### src/hw/rtl/cids_pkg.sv
// Shared types, character codes, dispatch and keyword_step of the include scanner.
`default_nettype none

package cids_pkg;

    // Character codes the scanner reacts to.
    localparam logic [7:0] C_SLASH     = 8'h2F;
    localparam logic [7:0] C_SQUOTE    = 8'h27;
    localparam logic [7:0] C_DQUOTE    = 8'h22;
    localparam logic [7:0] C_HASH      = 8'h23;
    localparam logic [7:0] C_STAR      = 8'h2A;
    localparam logic [7:0] C_BACKSLASH = 8'h5C;
    localparam logic [7:0] C_TAB       = 8'h09;
    localparam logic [7:0] C_NEWLINE   = 8'h0A;
    localparam logic [7:0] C_SPACE     = 8'h20;
    localparam logic [7:0] C_LOWER_I   = 8'h69;
    localparam logic [7:0] C_LOWER_N   = 8'h6E;
    localparam logic [7:0] C_LOWER_C   = 8'h63;
    localparam logic [7:0] C_LOWER_L   = 8'h6C;
    localparam logic [7:0] C_LOWER_U   = 8'h75;
    localparam logic [7:0] C_LOWER_D   = 8'h64;
    localparam logic [7:0] C_LOWER_E   = 8'h65;

    // Width of the packed result flags carried on tuser.
    localparam int unsigned FLAG_W = 3;

    // Scanner states, one-hot.
    typedef enum logic [16:0] {
        ST_START    = 17'h00001,
        ST_SLASH    = 17'h00002,
        ST_CMT      = 17'h00004,
        ST_CMT_STAR = 17'h00008,
        ST_SQ       = 17'h00010,
        ST_SQ_ESC   = 17'h00020,
        ST_DQ       = 17'h00040,
        ST_DQ_ESC   = 17'h00080,
        ST_POUND    = 17'h00100,
        ST_KW_N     = 17'h00200,
        ST_KW_C     = 17'h00400,
        ST_KW_L     = 17'h00800,
        ST_KW_U     = 17'h01000,
        ST_KW_D     = 17'h02000,
        ST_KW_E     = 17'h04000,
        ST_INCL     = 17'h08000,
        ST_NAME     = 17'h10000
    } t_scan_state;

    // Result flags, lowest bit first: name_valid, name_done, name_abort.
    typedef struct packed {
        logic name_abort;
        logic name_done;
        logic name_valid;
    } t_flags;

    // State entered from start by a byte that may open a comment, literal or directive.
    function automatic t_scan_state dispatch(input logic [7:0] c);
        t_scan_state s;
        case (c)
            C_SLASH:  s = ST_SLASH;
            C_SQUOTE: s = ST_SQ;
            C_DQUOTE: s = ST_DQ;
            C_HASH:   s = ST_POUND;
            default:  s = ST_START;
        endcase
        return s;
    endfunction

    // One letter of the keyword: advance on a match, otherwise rescan the byte.
    function automatic t_scan_state keyword_step(input logic [7:0] c,
                                                 input logic [7:0] want,
                                                 input t_scan_state next);
        t_scan_state s;
        s = (c == want) ? next : dispatch(c);
        return s;
    endfunction

endpackage

`default_nettype wire

### src/hw/rtl/c_include_directive_scanner.sv
// Top level of the quoted include directive scanner.
`default_nettype none

// Channel   Direction  Item                         Ports
// s         in         one source byte              i_s_tvalid, o_s_tready, i_s_tdata, i_s_tlast
// m         out        one result for that byte     o_m_tvalid, i_m_tready, o_m_tdata, o_m_tuser,
//                                                   o_m_tlast
//
// Every accepted byte yields exactly one result item, in the cycle after it is taken.
// The throughput is one byte per cycle while the output is not stalled; it is set by the
// single state register, updated from the byte and the current state in the same cycle.
// The result register is refilled whenever it is empty or its item is taken in
// that cycle, so a stalled output holds the input back only while it is full.
// Reset (synchronous, active low) puts the scanner in its start state and empties
// the result register.
module c_include_directive_scanner
    import cids_pkg::*;
(
    input  wire              i_clk,
    input  wire              i_rst_n,
    // Source bytes.
    input  wire              i_s_tvalid,
    output logic             o_s_tready,
    input  wire  [7:0]       i_s_tdata,   // [7:0] source_byte
    input  wire              i_s_tlast,   // end_of_file
    // Results.
    output logic             o_m_tvalid,
    input  wire              i_m_tready,
    output logic [7:0]       o_m_tdata,   // [7:0] name_byte
    output logic [FLAG_W-1:0] o_m_tuser,  // [0] name_valid, [1] name_done, [2] name_abort
    output logic             o_m_tlast    // file_done
);

    t_scan_state r_state;
    t_scan_state n_state;
    logic        r_out_valid;
    logic [7:0]  r_name_byte;
    t_flags      r_flags;
    logic        r_file_done;

    logic        s_accept;
    t_scan_state step_state;
    t_flags      n_flags;
    logic [7:0]  n_name_byte;

    // A byte is taken whenever the result register is free or being emptied.
    assign o_s_tready = !r_out_valid || i_m_tready;
    assign s_accept   = i_s_tvalid && o_s_tready;

    // One transition of the scanner. Any byte that breaks a partial match is
    // rescanned from the start state in the same step.
    always_comb begin
        n_flags     = '0;
        n_name_byte = '0;
        case (r_state)
            ST_SLASH: begin
                step_state = (i_s_tdata == C_STAR) ? ST_CMT : dispatch(i_s_tdata);
            end
            ST_CMT: begin
                step_state = (i_s_tdata == C_STAR) ? ST_CMT_STAR : ST_CMT;
            end
            ST_CMT_STAR: begin
                // A run of stars keeps the comment ready to close.
                if (i_s_tdata == C_SLASH) begin
                    step_state = ST_START;
                end else if (i_s_tdata == C_STAR) begin
                    step_state = ST_CMT_STAR;
                end else begin
                    step_state = ST_CMT;
                end
            end
            ST_SQ: begin
                if (i_s_tdata == C_SQUOTE) begin
                    step_state = ST_START;
                end else if (i_s_tdata == C_BACKSLASH) begin
                    step_state = ST_SQ_ESC;
                end else begin
                    step_state = ST_SQ;
                end
            end
            ST_SQ_ESC: begin
                step_state = ST_SQ;
            end
            ST_DQ: begin
                if (i_s_tdata == C_DQUOTE) begin
                    step_state = ST_START;
                end else if (i_s_tdata == C_BACKSLASH) begin
                    step_state = ST_DQ_ESC;
                end else begin
                    step_state = ST_DQ;
                end
            end
            ST_DQ_ESC: begin
                step_state = ST_DQ;
            end
            ST_POUND: begin
                if (i_s_tdata == C_SPACE || i_s_tdata == C_TAB) begin
                    step_state = ST_POUND;
                end else if (i_s_tdata == C_LOWER_I) begin
                    step_state = ST_KW_N;
                end else begin
                    step_state = dispatch(i_s_tdata);
                end
            end
            ST_KW_N: step_state = keyword_step(i_s_tdata, C_LOWER_N, ST_KW_C);
            ST_KW_C: step_state = keyword_step(i_s_tdata, C_LOWER_C, ST_KW_L);
            ST_KW_L: step_state = keyword_step(i_s_tdata, C_LOWER_L, ST_KW_U);
            ST_KW_U: step_state = keyword_step(i_s_tdata, C_LOWER_U, ST_KW_D);
            ST_KW_D: step_state = keyword_step(i_s_tdata, C_LOWER_D, ST_KW_E);
            ST_KW_E: step_state = keyword_step(i_s_tdata, C_LOWER_E, ST_INCL);
            ST_INCL: begin
                if (i_s_tdata == C_SPACE || i_s_tdata == C_TAB) begin
                    step_state = ST_INCL;
                end else if (i_s_tdata == C_DQUOTE) begin
                    step_state = ST_NAME;
                end else begin
                    step_state = dispatch(i_s_tdata);
                end
            end
            ST_NAME: begin
                // A newline cancels the name and is not rescanned.
                if (i_s_tdata == C_NEWLINE) begin
                    n_flags.name_abort = 1'b1;
                    step_state         = ST_START;
                end else if (i_s_tdata == C_DQUOTE) begin
                    n_flags.name_done  = 1'b1;
                    step_state         = ST_START;
                end else begin
                    n_flags.name_valid = 1'b1;
                    n_name_byte        = i_s_tdata;
                    step_state         = ST_NAME;
                end
            end
            default: begin
                step_state = dispatch(i_s_tdata);
            end
        endcase

        // The last byte of a file drops whatever was open; a name left
        // pending at that point is reported as cancelled.
        if (i_s_tlast) begin
            if (step_state == ST_NAME) begin
                n_flags.name_abort = 1'b1;
            end
            n_state = ST_START;
        end else begin
            n_state = step_state;
        end
    end

    always_ff @(posedge i_clk) begin
        if (!i_rst_n) begin
            r_state     <= ST_START;
            r_out_valid <= 1'b0;
        end else begin
            if (s_accept) begin
                r_state     <= n_state;
                r_out_valid <= 1'b1;
            end else if (i_m_tready) begin
                r_out_valid <= 1'b0;
            end
        end
    end

    always_ff @(posedge i_clk) begin
        if (s_accept) begin
            r_name_byte <= n_name_byte;
            r_flags     <= n_flags;
            r_file_done <= i_s_tlast;
        end
    end

    assign o_m_tvalid = r_out_valid;
    assign o_m_tdata  = r_name_byte;
    assign o_m_tuser  = r_flags;
    assign o_m_tlast  = r_file_done;

    // A name is never both completed and cancelled by one byte.
    a_done_abort_excl: assert property (@(posedge i_clk) disable iff (!i_rst_n)
        r_out_valid |-> !(r_flags.name_done && r_flags.name_abort))
        else $error("name_done and name_abort both set");

    // The closing quote is not itself a name byte.
    a_valid_not_done: assert property (@(posedge i_clk) disable iff (!i_rst_n)
        r_out_valid && r_flags.name_valid |-> !r_flags.name_done)
        else $error("name byte flagged on closing quote");

    // Outside a name the byte field reads as zero.
    a_byte_zero: assert property (@(posedge i_clk) disable iff (!i_rst_n)
        r_out_valid && !r_flags.name_valid |-> r_name_byte == 8'h00)
        else $error("name_byte nonzero without name_valid");

    // The last byte of a file always returns the scanner to start.
    a_eof_start: assert property (@(posedge i_clk) disable iff (!i_rst_n)
        s_accept && i_s_tlast |=> r_state == ST_START)
        else $error("scanner not in start state after end of file");

endmodule

`default_nettype wire

### config.mk
export PLATFORM = sky130hd
export DESIGN_NAME = c_include_directive_scanner
export DESIGN_NICKNAME = d
export VERILOG_FILES = /design/src/hw/rtl/cids_pkg.sv /design/src/hw/rtl/c_include_directive_scanner.sv
export SDC_FILE = /design/constraint.sdc
export NUM_CORES = 1
export LEC_CHECK = 0
export ABC_AREA = 1
export ABC_CLOCK_PERIOD_IN_PS = 4180
export BUFFER_PORTS_ARGS = -buffer_cell sky130_fd_sc_hd__buf_4
export CAP_MARGIN = 20
export CORE_AREA = 2 2 64 78
export CTS_CLUSTER_DIAMETER = 30
export DETAILED_ROUTE_END_ITERATION = 7
export DIE_AREA = 0 0 66 80
export PLACE_DENSITY = 0.93
export SYNTH_ARGS = -nofsm -noshare
export SYNTH_HDL_FRONTEND = slang
export SYNTH_SLANG_ARGS = --single-unit
### constraint.sdc
create_clock -name i_clk -period 4.18 [get_ports i_clk]
set_clock_uncertainty 0.05 [all_clocks]
set_input_delay 0.836 -clock i_clk [delete_from_list [all_inputs] [get_ports i_clk]]
set_output_delay 0.836 -clock i_clk [all_outputs]
set_load 0.02 [all_outputs]
==> impl_metrics.csv <==
group,metric,value,unit
run_status,status,"finished clean",
setup_path,start_kind,"input pin",
synth,postSynthCellCount,443,
sta,worst_pin_slew,0.936,ns
synth,synthArstFlopShare,0,%
setup_path,worstPathRequired,4.32,ns
floorplanning,design.portCount,27,
synth,ys_ff_latch,30,
pwr,p_leak,0.00131,uW
sta,hold_viol_final,0,
cells_and_area,areaGrowthSynthToFinish,10.1,%
floorplanning,fp.dieH,80,um
synth,yosys.area.top_type_share,12.9,%
synth,synth_cell_types,38,
setup_path,startpoint,"i_s_tdata[6]",
floorplanning,rows,27,
route,wl,7.77,mm
route,ant_nets,0,
flow_run,cap_violations,0,
setup_path,r2r-start,"r_state[16]",
sta,relSlewSlack,37.4,%
clock_tree,cts.path.max_buffers,2,
route,drt-initial-drc-count,237,
pwr,clkPwrFrac,36.8,%
worst_hold_path,hp-class,"reg -> reg",
sta,setup_tns,0,ns
floorplanning,start_util,61.6,%
global_route,track_usage,32.1,%
clock_tree,cts-hold-fix-buffers,0,
floorplanning,die_w,66,um
route,dr.pass1.iters,6,
setup_path,cp_max_fo,12,
placement,place_inst,512,
cells_and_area,antennaDiodeCount,0,
route,drcViolationCount,0,
synth,syn_area,0.00279,mm2
synth,yosys_most_used_dff,"dfxtp_1",
pwr,p_seq_share,50.3,%
synth,synth_warnings,0,
clock_tree,post-cts-setup-buffers,0,
pwr,swShare,28.0,%
pwr,ir_drop,180,uV
floorplanning,core-area,0.00453,mm2
synth,seq_area_frac_synth,25.9,%
sta,slew_violations,0,
clock_tree,cts.sinks,30,
synth,yosys.area.top_type,"dfxtp_1",
clock_tree,numCtsBuffers,5,
worst_hold_path,hp-start,"r_state[10]",
global_route,grt-ovfl-total,0,
cells_and_area,drive_above_1_share,16.2,%
cells_and_area,finalNonFillerCells,521,
synth,postSynthAreaPerCell,6.29,um2
cells_and_area,final_util,67.8,%
route,via_per_inst,6.07,
cells_and_area,fin_nets,475,
sta,layout_min_cycle_time,2.61,ns
setup_path,cp.arrival,2.75,ns
synth,ys_top_cells_by_area,"dfxtp_1 (13%), edfxtp_1 (13%), nand2_1 (11%), nor2_1 (11%), nand3_1 (8.6%)",
setup_path,critPathKind,"in -> reg",
placement,place_congestion,0.977,
placement,dp_hpwl,5.93,mm
clock_tree,root_buffer,"clkbuf_8",
synth,synth_edf_count,12,
clock_tree,htree_levels,2,
sta,min_period_over_period,62.5,%
placement,portBuffers,26,
pwr,p_per_area,203,mW/mm2
global_route,grt_pass1_wl,13.1,mm
sta,fmax,0.383,GHz
pwr,combinationalPowerShare,12.9,%
global_route,grt_pass1_vias,2877,
sta,setup_violations,0,
global_route,grt_antenna_before_repair,0,
synth,yosys-top-cells-count,"nand2_1 (85), nor2_1 (80), nand3_1 (48)",
sta,rsz0062_at_grt,"false",
cells_and_area,n_fill_cell,412,
clock_tree,cts_resized,0,
setup_path,setup.worst_path.end_class,"register",
clock_tree,path_clk_slew,0.07,ns
global_route,grt_max_degree,34,
route,dr_total_vias,3161,
synth,syn_nets,456,
floorplanning,die_area,0.00528,mm2
pwr,p_sw,175,uW
synth,yosysMostFrequentCell,"nand2_1",
route,wl_per_cell,14.9,um
clock_tree,clk_latency,0.29,ns
clock_tree,cts_tree,"done",
pwr,p_int,449,uW
## cell usage in the layout (no fill, tap or decap), types with 10 or more instances in the layout
cell type   n
a21oi_1    23
buf_4      28
dfxtp_1    18
edfxtp_1   12
inv_1      44
nand2_1    85
nand3_1    48
nand3_2    10
nand4_1    31
nor2_1     80
nor3_1     20
## logic make-up after synthesis
family,after synthesis,synth area share [%]
buffers and inverters,67,10.8
flip-flops,30,25.9
AND/OR/NAND/NOR,304,55.0
AO/OA/AOI/OAI,42,8.35
## power by group through the flow
stage | clock network [uW] | logic [uW] | registers, uW
final | 230 | 80.5 | 314
after global routing | 242 | 88.2 | 314
after CTS | 233 | 79.6 | 314
after detailed placement | 0 | 79.6 | 320
after global placement | 0 | 76.9 | 320
after floorplan | 0 | 42.5 | 328
## stage by stage
| stage | setup WS [ns] | hold slack, ns | instance area, um2 | total power [uW] |
|---|---|---|---|---|
| CTS | 1.54 | 0.469 | 3040 | 626 |
| global route | 1.30 | 0.498 | 3070 | 645 |
| global placement | 1.46 | 0.453 | 2960 | 397 |
| floorplan | 2.07 | 0.442 | 2790 | 370 |
| detailed placement | 1.30 | 0.457 | 2960 | 400 |
| finish | 1.57 | 0.466 | 3070 | 624 |
## final timing paths
check,slack [ns],cells past startpoint,endpoint
setup / recovery,1.57,15,r_state[0]
hold / removal,0.47,2,r_state[10]
hold reg to reg,0.47,2,r_state[10]
setup reg to reg,1.84,12,r_state[1]
## layer usage
metal | routed length, um | GRT usage, % | vias up
li1 | - | - | 1528
met1 | 2900 | 39.0 | 1402
met2 | 3700 | 52.6 | 190
met3 | 783 | 5.92 | 41
met4 | 388 | 18.0 | 0
met5 | 0 | 0 | -
## cell type report
cell class | instances | area (um2) | share of cell area, %
timing repair buffer | 29 | 238 | 7.75
multi-input combinational | 346 | 1770 | 57.5
sequential | 30 | 721 | 23.5
clock buffer | 5 | 68.8 | 2.24
tap | 58 | 72.6 | 2.36
clock inverter | 3 | 16.3 | 0.530
inverter | 50 | 188 | 6.11
## sequential cells by signal, indices dropped and copies added (netlist names)
signal,cells
r_state,17
o_m_tvalid,1
o_m_tlast,1
o_m_tuser,3
o_m_tdata,8
## worst max-delay path: stages
cell and delay, ns:
buf_4 0.11, inv_1 0.09, nand2_1 0.10, nor2_1 0.22
nand3_1 0.40, nand2_1 0.27, inv_2 0.10, o21ai_0 0.08
o21ai_0 0.09, nor2_1 0.11, nand2_1 0.07, nor2_1 0.08
nand3_1 0.06, nand2_1 0.07, nand2_1 0.06
No activity file was read; power rests on OpenSTA's default activity.
